==> config.mk <==
export PLATFORM = sky130hd
export DESIGN_NAME = mdio_management_frame_master
export DESIGN_NICKNAME = d
export VERILOG_FILES = /design/src/rtl/mmfm_pkg.sv /design/src/rtl/mdio_management_frame_master.sv
export SDC_FILE = /design/constraint.sdc
export NUM_CORES = 1
export LEC_CHECK = 0
export ABC_AREA = 1
export BUFFER_PORTS_ARGS = -buffer_cell sky130_fd_sc_hd__buf_4
export CORE_ASPECT_RATIO = 0.75
export CORE_MARGIN = 2
export CORE_UTILIZATION = 55
export CTS_CLUSTER_SIZE = 40
export DETAILED_ROUTE_END_ITERATION = 7
export MAX_ROUTING_LAYER = met4
export PLACE_DENSITY = 0.78
export SLEW_MARGIN = 20
export SYNTH_ARGS = -nofsm -noshare
export SYNTH_HDL_FRONTEND = slang
export SYNTH_SLANG_ARGS = --single-unit
export TNS_END_PERCENT = 50
==> constraint.sdc <==
create_clock -name clk -period 3.5 [get_ports clk]
set_input_delay 0.7 -clock clk [delete_from_list [all_inputs] [get_ports clk]]
set_output_delay 0.7 -clock clk [all_outputs]
set_load 0.05 [all_outputs]
==> src/rtl/mmfm_pkg.sv <==
`timescale 1ns / 1ps
`default_nettype none
package mmfm_pkg;

	// Item kinds on the input channel
	typedef enum logic [1:0] {
		KIND_READ  = 2'd0,
		KIND_WRITE = 2'd1,
		KIND_TICK  = 2'd2,
		KIND_NONE  = 2'd3
	} kind_t;

	localparam int PREAMBLE_BITS = 32;

	localparam int CELL_W = 7;
	localparam int ADDR_W = 10;
	localparam int DATA_W = 16;

	// Cell numbers of the frame landmarks
	localparam logic [CELL_W-1:0] CELL_START0   = CELL_W'(PREAMBLE_BITS);
	localparam logic [CELL_W-1:0] CELL_START1   = CELL_W'(PREAMBLE_BITS + 1);
	localparam logic [CELL_W-1:0] CELL_OP0      = CELL_W'(PREAMBLE_BITS + 2);
	localparam logic [CELL_W-1:0] CELL_OP1      = CELL_W'(PREAMBLE_BITS + 3);
	localparam logic [CELL_W-1:0] CELL_ADDR_LO  = CELL_W'(PREAMBLE_BITS + 4);
	localparam logic [CELL_W-1:0] CELL_ADDR_HI  = CELL_W'(PREAMBLE_BITS + 13);
	localparam logic [CELL_W-1:0] CELL_RD_LO    = CELL_W'(PREAMBLE_BITS + 15);
	localparam logic [CELL_W-1:0] CELL_RD_HI    = CELL_W'(PREAMBLE_BITS + 30);
	localparam logic [CELL_W-1:0] CELL_WR_LO    = CELL_W'(PREAMBLE_BITS + 16);
	localparam logic [CELL_W-1:0] CELL_WR_HI    = CELL_W'(PREAMBLE_BITS + 31);
	localparam logic [CELL_W-1:0] CELL_RD_LAST  = CELL_W'(PREAMBLE_BITS + 31);
	localparam logic [CELL_W-1:0] CELL_WR_LAST  = CELL_W'(PREAMBLE_BITS + 32);

endpackage
`default_nettype wire

==> src/rtl/mdio_management_frame_master.sv <==
`timescale 1ns / 1ps
`default_nettype none
// Clause 22 management frame master, one bit cell per tick transfer.
// Input channel (in_valid/in_ready): kind selects start read, start write,
// or tick. A start loads PHY address, register number and write data, and
// is ignored while a frame is running. Each tick during a frame yields one
// bit cell: drive level, drive enable, and the data_in sample at clock high.
// A read frame takes PREAMBLE_BITS+32 ticks and a write PREAMBLE_BITS+33.
// Output channel (out_valid/out_ready): exactly one result per input
// transfer, carrying the cell, busy and done flags, and on the last cell of
// a read the captured 16-bit word.
// The result is registered: it is on the output register in the cycle after the input transfer.
// Throughput: one transfer per cycle unless the output stalls; the frame
// counter and shift registers update in the same cycle as the transfer.
// Stall: while a result waits and out_ready is low, in_ready drops, so the
// input side holds; as soon as the result is taken a new item enters.
// Reset: clears the output valid flag and returns the frame logic to idle.
module mdio_management_frame_master
	import mmfm_pkg::*;
(
	input  wire logic               clk,
	input  wire logic               arst_n,
	input  wire logic               in_valid,
	output      logic               in_ready,
	input  wire logic [1:0]         kind,
	input  wire logic [4:0]         phy_address,
	input  wire logic [4:0]         register_number,
	input  wire logic [DATA_W-1:0]  write_data,
	input  wire logic               data_in,
	output      logic               out_valid,
	input  wire logic               out_ready,
	output      logic               data_out,
	output      logic               drive_enable,
	output      logic               clock_active,
	output      logic               busy_res,
	output      logic               done_res,
	output      logic [DATA_W-1:0]  read_data
);

	// Frame state
	logic [CELL_W-1:0] cell_count_q, cell_count_nxt;
	logic              frame_busy_q, frame_busy_nxt;
	logic              is_write_q, is_write_nxt;
	logic [ADDR_W-1:0] address_shift_q, address_shift_nxt;
	logic [DATA_W-1:0] data_shift_q, data_shift_nxt;

	// Result register
	logic              out_valid_q;
	logic              data_out_q, drive_enable_q, clock_active_q, busy_q, done_q;
	logic [DATA_W-1:0] read_data_q;

	// Combinational result of the current item
	logic              dout, den, clk_act, done;
	logic [DATA_W-1:0] rdata;
	logic [3:0]        addr_off, wr_off;
	logic [3:0]        addr_idx, wr_idx;
	logic [CELL_W-1:0] last_cell;
	logic              accept;

	// Take a new item whenever the result register is free or being drained
	assign in_ready = !out_valid_q || out_ready;
	assign accept   = in_valid && in_ready;

	// Offsets only matter inside their field, so four bits are enough
	assign addr_off  = cell_count_q[3:0] - CELL_ADDR_LO[3:0];
	assign wr_off    = cell_count_q[3:0] - CELL_WR_LO[3:0];
	assign addr_idx  = 4'd9 - addr_off;
	assign wr_idx    = 4'd15 - wr_off;
	assign last_cell = is_write_q ? CELL_WR_LAST : CELL_RD_LAST;

	always_comb begin
		cell_count_nxt    = cell_count_q;
		frame_busy_nxt    = frame_busy_q;
		is_write_nxt      = is_write_q;
		address_shift_nxt = address_shift_q;
		data_shift_nxt    = data_shift_q;
		dout    = 1'b0;
		den     = 1'b0;
		clk_act = 1'b0;
		done    = 1'b0;
		rdata   = '0;
		unique case (kind_t'(kind))
			KIND_READ, KIND_WRITE: begin
				// Load a request only when no frame is running
				if (!frame_busy_q) begin
					frame_busy_nxt    = 1'b1;
					is_write_nxt      = kind[0];
					cell_count_nxt    = '0;
					address_shift_nxt = {phy_address, register_number};
					data_shift_nxt    = kind[0] ? write_data : '0;
				end
			end
			KIND_TICK: begin
				if (frame_busy_q) begin
					clk_act = 1'b1;
					priority if (cell_count_q < CELL_START0) begin
						dout = 1'b1;
						den  = 1'b1;
					end else if (cell_count_q == CELL_START0) begin
						den  = 1'b1;
					end else if (cell_count_q == CELL_START1) begin
						dout = 1'b1;
						den  = 1'b1;
					end else if (cell_count_q == CELL_OP0) begin
						dout = !is_write_q;
						den  = 1'b1;
					end else if (cell_count_q == CELL_OP1) begin
						dout = is_write_q;
						den  = 1'b1;
					end else if (cell_count_q <= CELL_ADDR_HI) begin
						dout = address_shift_q[addr_idx];
						den  = 1'b1;
					end else if (is_write_q) begin
						if (cell_count_q >= CELL_WR_LO && cell_count_q <= CELL_WR_HI) begin
							dout = data_shift_q[wr_idx];
							den  = 1'b1;
						end
					end else begin
						// Shift in the PHY's read word, MSB first
						if (cell_count_q >= CELL_RD_LO && cell_count_q <= CELL_RD_HI)
							data_shift_nxt = {data_shift_q[DATA_W-2:0], data_in};
					end
					if (cell_count_q >= last_cell) begin
						done           = 1'b1;
						rdata          = is_write_q ? '0 : data_shift_nxt;
						frame_busy_nxt = 1'b0;
						cell_count_nxt = '0;
					end else begin
						cell_count_nxt = cell_count_q + CELL_W'(1);
					end
				end
			end
			default: begin
				// Unused kind: idle item, state held
			end
		endcase
	end

	always_ff @(posedge clk or negedge arst_n) begin
		if (!arst_n) begin
			cell_count_q    <= '0;
			frame_busy_q    <= 1'b0;
			is_write_q      <= 1'b0;
			address_shift_q <= '0;
			data_shift_q    <= '0;
			out_valid_q     <= 1'b0;
		end else begin
			if (accept) begin
				cell_count_q    <= cell_count_nxt;
				frame_busy_q    <= frame_busy_nxt;
				is_write_q      <= is_write_nxt;
				address_shift_q <= address_shift_nxt;
				data_shift_q    <= data_shift_nxt;
				out_valid_q     <= 1'b1;
			end else if (out_ready) begin
				out_valid_q     <= 1'b0;
			end
		end
	end

	// Result payload needs no reset
	always_ff @(posedge clk) begin
		if (accept) begin
			data_out_q     <= dout;
			drive_enable_q <= den;
			clock_active_q <= clk_act;
			busy_q         <= frame_busy_nxt;
			done_q         <= done;
			read_data_q    <= rdata;
		end
	end

	assign out_valid    = out_valid_q;
	assign data_out     = data_out_q;
	assign drive_enable = drive_enable_q;
	assign clock_active = clock_active_q;
	assign busy_res     = busy_q;
	assign done_res     = done_q;
	assign read_data    = read_data_q;

endmodule
`default_nettype wire
* Word level (Yosys, flattened, before mapping)
Cells that the tools add are included.
** Operators by class
- Add/sub/neg operators :: 4
- Order comparisons :: 9
- Eq/ne operators :: 8
- Mux-type cells :: 44
- Bitwise operators :: 3
- Reduce and logical (&&, ||, !) cells :: 14
** Operator list (count)
- $mux W16 :: 11
- $pmux W16 S2 :: 1
- $eq A7 B6 Y1 const B :: 4
- $mux W7 :: 4
- $mux W1 :: 24
- $le A7 B6 Y1 const B :: 3
- $ge A7 B6 Y1 const B :: 2
- $pmux W7 S2 :: 1
- $lt A4 B5 Y1 const B :: 2
- $bmux W1 S4 :: 2
- $sub A4 B4 Y4 const A :: 2
- $add A7 B1 Y7 const B :: 1
- $ge A7 B7 Y1 :: 1
- $lt A7 B6 Y1 const B :: 1
- $ne A2 B2 Y1 const B :: 2
- $reduce_and A4 Y1 :: 1
- $reduce_bool A2 Y1 :: 2
- $reduce_or A4 Y1 :: 1
- $sub A4 B3 Y4 const B :: 1
- $logic_and A1 B1 Y1 :: 3
- $not A1 Y1 :: 3
- $reduce_and A3 Y1 :: 1
- $eq A2 B1 Y1 const B :: 1
- $eq A2 B2 Y1 const B :: 1
- other kinds (6) :: 7
** Storage, ports and cells
- Bits in registers :: 57
- Bits of input ports :: 33
- Output and inout bits :: 23
- Logic and storage cells :: 94

* Depth between registers and ports, before layout
Gate-level depths: netlist of run 1.
- Depth after elaboration :: 12
- Mapped depth :: 15

* Worst setup path after synthesis of run 1
OpenSTA, ideal clock, no wires.
- Path type :: input-to-reg
- Start point :: input port out_ready
- End point :: register busy_q, in the netlist busy_res (enable)
- Arrival :: 1845 ps
- Data required time :: 3123 ps
- Slack :: 1278 ps
- Cell stages on the path :: 4
- Path buffers :: 0
- Cells stage by stage :: inv_1 > nand2_1 > nand2_1 > inv_1
** On the way
- Cells in the longest elaborated chain, start to end :: 2
** Ends and longest elaborated chain
- from (decl) :: line mdio_management_frame_master.sv:31 : input wire logic out_ready,
- $logic_or A1 B1 Y1 :: line mdio_management_frame_master.sv:61 : assign in_ready = !out_valid_q || out_ready;
- named net in_ready :: line mdio_management_frame_master.sv:24 : output logic in_ready,
- $logic_and A1 B1 Y1 :: line mdio_management_frame_master.sv:62 : assign accept = in_valid && in_ready;
- named net accept :: line mdio_management_frame_master.sv:58 : logic accept;
- to (signal assigned) :: line mdio_management_frame_master.sv:167 : busy_q <= frame_busy_nxt;
- to (decl) :: line mdio_management_frame_master.sv:49 : logic data_out_q, drive_enable_q, clock_active_q, busy_q, done_q;
The timed path passes the listed nets, and every way through them passes these cells.
A chain may end at the register's enable or synchronous reset.

* Worst setup path after layout of run 1
- Start point :: register cell_count_q[0]
- End point :: register read_data_q[15], in the netlist read_data[15], data pin
** On the way
- Cells in the longest elaborated chain, start to end :: 10
- Elaborated cells between the ends (all ways) :: 20
- Those cells by class :: order compare: 5; eq/ne: 4; mux: 8; bitwise: 1; reduce/logical: 2
** Ends and longest elaborated chain
- from (decl) :: line mdio_management_frame_master.sv:41 : logic [CELL_W-1:0] cell_count_q, cell_count_nxt;
- from (signal assigned) :: line mdio_management_frame_master.sv:149 : cell_count_q <= cell_count_nxt;
- $ge A7 B6 Y1 or $le A7 B6 Y1 (tied branches) :: line mdio_management_frame_master.sv:120 : if (cell_count_q >= CELL_RD_LO && cell_count_q <= CELL_RD_HI)
- $logic_and A1 B1 Y1 :: line mdio_management_frame_master.sv:120
- $mux W16 :: line mdio_management_frame_master.sv:120
- $mux W16 :: line mdio_management_frame_master.sv:113 : end else if (is_write_q) begin
- $mux W16 :: line mdio_management_frame_master.sv:110 : end else if (cell_count_q <= CELL_ADDR_HI) begin
- $mux W16 :: line mdio_management_frame_master.sv:107 : end else if (cell_count_q == CELL_OP1) begin
- $mux W16 :: line mdio_management_frame_master.sv:104 : end else if (cell_count_q == CELL_OP0) begin
- $mux W16 :: line mdio_management_frame_master.sv:101 : end else if (cell_count_q == CELL_START1) begin
- $mux W16 :: line mdio_management_frame_master.sv:99 : end else if (cell_count_q == CELL_START0) begin
- $mux W16 :: line mdio_management_frame_master.sv:96 : priority if (cell_count_q < CELL_START0) begin
- to (signal assigned) :: line mdio_management_frame_master.sv:169 : read_data_q <= rdata;
- to (decl) :: line mdio_management_frame_master.sv:50 : logic [DATA_W-1:0] read_data_q;
Several ways; a longest one is shown, not always the timed one.

==> results.cfg, run 1 <==
[outcome]
outcome = completed

[worst_setup_path]
crit_path_start = cell_count_q[0]
r2r_slack_ps = 880
r2r_cells = 9
path_max_fanout = 32
critPathLaunchType = flip-flop
timing.rr.end = read_data[15]
cp.required_ps = 3590
critical_path_class = reg -> reg
worstReg2RegStart = cell_count_q[0]
crit_arrival_ps = 2700
critPathCaptureType = flip-flop

[detailed_routing]
met2_length_um = 3610
routed-via-count = 2923
met1_length_um = 3810
routedWlPerCell_um = 15.7
top_layer_used = met4
wl_met3_um = 631
first_iter_violations = 240
route.detailed.drc = 0
viasPerCell = 5.62
ant_nets = 0
routed_wl_um = 8150
first_pass_iters = 5

[die]
chipWidth_um = 95.0
ios = 56
die_area_um2 = 6860
coreArea_um2 = 5920
die_h_um = 72.2
initial_utilization_pct = 57.7
rows = 24

[timing]
worst_pin_slew_ps = 917
relSlewSlack_pct = 38.8
finalHoldViolations = 0
rsz0062_at_grt = no
finalClockSkew_ps = 5.74
fin_tns_setup_ps = 0
period_share_pct = 74.8
slew_violations = 0
setup_viol = 0
fmax_mhz = 382
finalCriticalPeriod_ps = 2620

[clock_network]
numCtsBuffers = 9
clk_pin_slew_ps = 70
cts_htree_levels = 3
postCtsSetupBuffers = 0
ctsResizeCount = 0
holdBufCountCts = 0
clock_latency_ps = 340
cts_tree = yes
clockRootBuffer = clkbuf_8
cts.sinks = 57
clockBufferDepth = 2

[finish]
n_antenna_cell = 0
nets = 484
fin_cells = 520
drive_gt1_share_pct = 26.9
final_common_cell = nand2_1
final_cell_mix = nand2_1 (95), buf_4 (57), inv_1 (44)
areaGrowthSynthToFinish_pct = 17.7
fillers = 478

[power_and_ir_drop]
p_comb_share_pct = 33.4
leakagePower_nw = 1.81
vdd_drop_max_mv = 0.279
switchingPower_mw = 1.01
clkPwrFrac_pct = 26.4
switching_share_pct = 38.3
power.total_mw = 2.64
p_int_mw = 1.63
seqPwrFrac_pct = 40.2
power_density_nw_per_um2 = 656

[logic_synthesis]
ys_seq_area_share_pct = 44.9
yosysUniqueCellTypes = 36
async_flop_share_pct = 63.2
synth_top_area_cell = dfrtp_1
yosys.area.top_type_share_pct = 26.4
synth_seq_cells = 57
netlist_top_cells_area = dfrtp_1 (26%), edfxtp_1 (18%), nand2_1 (10%)
synth_nets = 432
ys_warn_count = 0
synth_area_per_cell_um2 = 8.86
synth_area_um2 = 3410
synth-main-ff-cell = dfrtp_1
synthCells = 385
synth_edf_count = 21

[grt]
grt_pass1_wl_um = 13300
antenna_found_initial = 0
grt_max_degree = 38
grt_usage_pct = 26.7
grt_pass1_vias = 2746
grt-ovfl-total = 0

[placement]
gp_congestion = 1.02
dp_cells = 504
port-buffer-count = 55
hpwl_um = 5640

[hold_path]
hp-class = in -> async

[run]
maxCapViolations = 0
==> per-stage QoR <==
step / hold WS, ps / worst slack, ps / util [%] / cell area [um2]
2_1_floorplan: 404 / 1280 / - / 3410
3_3_place_gp: 465 / 1040 / 64.2 / 3800
3_5_place_dp: 468 / 940 / 64.2 / 3800
4_1_cts: 327 / 903 / 67.9 / 4020
5_1_grt: 338 / 746 / 67.9 / 4020
6_report: 322 / 884 / 67.9 / 4020
==> logic make-up (layout without fill, tap and decap cells) <==
group | count (synthesis) | count (layout) | synth area share (%)
simple gates | 178 | 178 | 23.3
xor+xnor | 3 | 3 | 0.770
compound gates | 66 | 66 | 16.0
buf+inv | 67 | 124 | 9.90
fa+ha+maj | 14 | 14 | 5.13
flops | 57 | 57 | 44.9
==> state kept, by name (all words and copies together) (netlist names), 7 cells and up <==
name	count
address_shift_q	10
cell_count_q	7
data_shift_q	16
read_data	16
==> cells in the mapped netlist, types with 3 or more instances <==
| cell type | n |
|---|---|
| nand2_1 | 95 |
| inv_1 | 44 |
| dfrtp_1 | 36 |
| nand3_1 | 35 |
| nor2_1 | 28 |
| edfxtp_1 | 21 |
| o21ai_2 | 16 |
| o21ai_0 | 15 |
| ha_1 | 14 |
| o221ai_2 | 10 |
| buf_6 | 9 |
| a21oi_1 | 6 |
| nand4_1 | 6 |
| inv_2 | 5 |
| o221ai_1 | 5 |
| nor2_4 | 4 |
| buf_4 | 3 |
| nand2_2 | 3 |
| nand3_2 | 3 |
| o21ai_1 | 3 |
| o22ai_1 | 3 |
==> layout make-up <==
class                   count  area [um2]  share of cell area, %
well taps                  78        97.6                   2.43
repair buffers             57         428                   10.7
clock buffers              11         141                   3.52
inverters                  51         196                   4.89
multi-input cells         261        1540                   38.4
clock inverters             5        78.8                   1.96
flip-flops and latches     57        1530                   38.1
==> worst max-delay path by stage <==
stage and endpoint:
2_1_floorplan busy_res, 3_3_place_gp read_data[13], 3_5_place_dp read_data[6], 4_1_cts read_data[15], 5_1_grt read_data[6], 6_report read_data[15]
==> per-layer routing <==
metal	up-vias	global-route usage [%]
met5	-	-
met4	0	6.60
met3	12	9.03
met2	122	36.6
met1	1388	38.4
li1	1401	-
==> critical path, stage by stage, from the launching register on <==
cell,delay (ps)
dfrtp_1,840
ha_1,340
nand3_2,130
nand4_1,140
nand3_2,90
nor2_4,110
buf_4,370
nand2_1,120
o21ai_2,120
nor2_1,80
==> power groups by stage <==
stage / registers (mW) / logic, mW / clock network, mW
floorplan: 1.04 / 0.684 / 0
global placement: 1.06 / 0.841 / 0
detailed placement: 1.07 / 0.871 / 0
CTS: 1.06 / 0.880 / 0.701
global route: 1.08 / 0.993 / 0.735
finish: 1.06 / 0.880 / 0.696
No activity file was read; power rests on OpenSTA's default activity.
==> inputs of run 2 (changes only) <==
- CORE_UTILIZATION: 55 -> 51
- PLACE_DENSITY: 0.78 -> 0.76
- clock period: 3.5 -> 2.3 ns (I/O delays scaled with it)
==> run 2 against run 1 <==
Net effect: clock power increased by 28%; hold slack got worse by 250 ps; first-iteration DRC count decreased by 16%; cell count increased by 2.5%; global-route usage decreased by 2.9 points; non-clock buffer count increased by 10; largest cell class unchanged; highest routed layer unchanged.
==> results.cfg, run 2 (synthesis gave the netlist of run 1 again) <==
[outcome]
outcome = completed

[worst_setup_path]
critPathLaunchType = flip-flop
worstReg2RegStart = cell_count_q[2]
cp.required_ps = 2390
r2r_slack_ps = 230
max_stage_delay_ps = 550
critPathCaptureType = flip-flop
worst_path_max_delay_cell = dfrtp_1
crit_chain = ha_1 -> inv_1 -> a21oi_2 -> o211ai_2 -> nor2_4 -> buf_12 -> nand2_1 -> o21ai_2 -> nor2_1
crit_buf_inv = 2
timing.rr.end = read_data[4]
crit_arrival_ps = 2160
path_delay_family = flip-flops
critical_path_class = reg -> reg
r2r_cells = 9
path_max_fanout = 32

[die]
die_h_um = 74.8
die_area_um2 = 7370
rows = 25
chipWidth_um = 98.4
initial_utilization_pct = 53.5
coreArea_um2 = 6380
ios = 56

[finish]
final_util_pct = 63.8
ff_latch_area_um2 = 1530
final_common_cell = nand2_1
fin_cells = 533
final_cell_mix = nand2_1 (95), buf_4 (66), inv_1 (44)
multi_input_area_um2 = 1550
fillers = 569
nets = 494
drive_gt1_share_pct = 28.5
areaGrowthSynthToFinish_pct = 19.4
n_antenna_cell = 0

[detailed_routing]
wl_met3_um = 602
top_layer_used = met4
route.detailed.drc = 0
viasPerCell = 5.45
first_pass_iters = 6
first_iter_violations = 201
routedWlPerCell_um = 14.9
routed-via-count = 2904
ant_nets = 0
met1_length_um = 3810
routed_wl_um = 7960
met2_length_um = 3430

[timing]
period_share_pct = 90.0
rsz0062_at_grt = no
setup_viol = 0
worst_pin_slew_ps = 479
finalCriticalPeriod_ps = 2070
fin_tns_setup_ps = 0
finalHoldViolations = 0
relSlewSlack_pct = 68.1
fmax_mhz = 483
finalClockSkew_ps = 15.6
slew_violations = 0

[clock_network]
postCtsSetupBuffers = 0
ctsResizeCount = 0
clockBufferDepth = 2
cts.sinks = 57
holdBufCountCts = 0
cts_tree = yes
clock_latency_ps = 340
clockRootBuffer = clkbuf_8
clk_pin_slew_ps = 60
numCtsBuffers = 9
cts_htree_levels = 3

[grt]
grt-ovfl-total = 0
grt_max_degree = 38
grt_pass1_vias = 2614
antenna_found_initial = 0
grt_pass1_wl_um = 13100
grt_usage_pct = 23.8

[placement]
hpwl_um = 5780
port-buffer-count = 55
dp_cells = 517
gp_congestion = 0.926

[power_and_ir_drop]
leakagePower_nw = 1.86
power.total_mw = 3.93
power_density_nw_per_um2 = 965
vdd_drop_max_mv = 0.460

[hold_path]
hp-class = in -> async

[run]
maxCapViolations = 0
[run 2: area by class of cell]
cell class                      instances  share of cell area (%)
Clock buffer                           12                    3.32
Inverter                               51                    4.82
Multi-Input combinational cell        261                    38.0
Clock inverter                          4                    1.11
Sequential cell                        57                    37.6
Tap cell                               81                    2.49
Timing Repair Buffer                   67                    12.7
[run 2: worst max-delay path by stage]
| stage | from | to | slack (ps) | cells past startpoint |
|---|---|---|---|---|
| after global routing | cell_count_q[2] | read_data[13] | 70 | 10 |
| after CTS | cell_count_q[2] | read_data[0] | 170 | 10 |
| after floorplan | out_valid | busy_res | 150 | 3 |
| after global placement | is_write_q | read_data[3] | 260 | 11 |
| after detailed placement | cell_count_q[2] | read_data[1] | 200 | 10 |
| final | cell_count_q[2] | read_data[4] | 230 | 9 |
[run 2: layer usage]
| layer | vias up | track usage [%] |
|---|---|---|
| met1 | 1338 | 33.6 |
| met2 | 125 | 33.6 |
| met5 | - | - |
| li1 | 1427 | - |
| met3 | 14 | 5.76 |
| met4 | 0 | 8.68 |
[run 2: through the flow]
stage / setup slack, ps / cell area [um2] / hold slack, ps
floorplan: 154 / 3410 / 164
global placement: 264 / 3890 / 453
detailed placement: 203 / 3890 / 459
CTS: 172 / 4070 / 81.5
global route: 70.2 / 4070 / 104
finish: 230 / 4070 / 71.4
[run 2: where the power goes]
part	internal, mW	total, mW	leakage, nW	switching, mW
logic	0.604	1.49	1.10	0.885
clock network	0.496	0.892	0.0941	0.396
registers	1.30	1.55	0.664	0.245
total	2.40	3.93	1.86	1.53
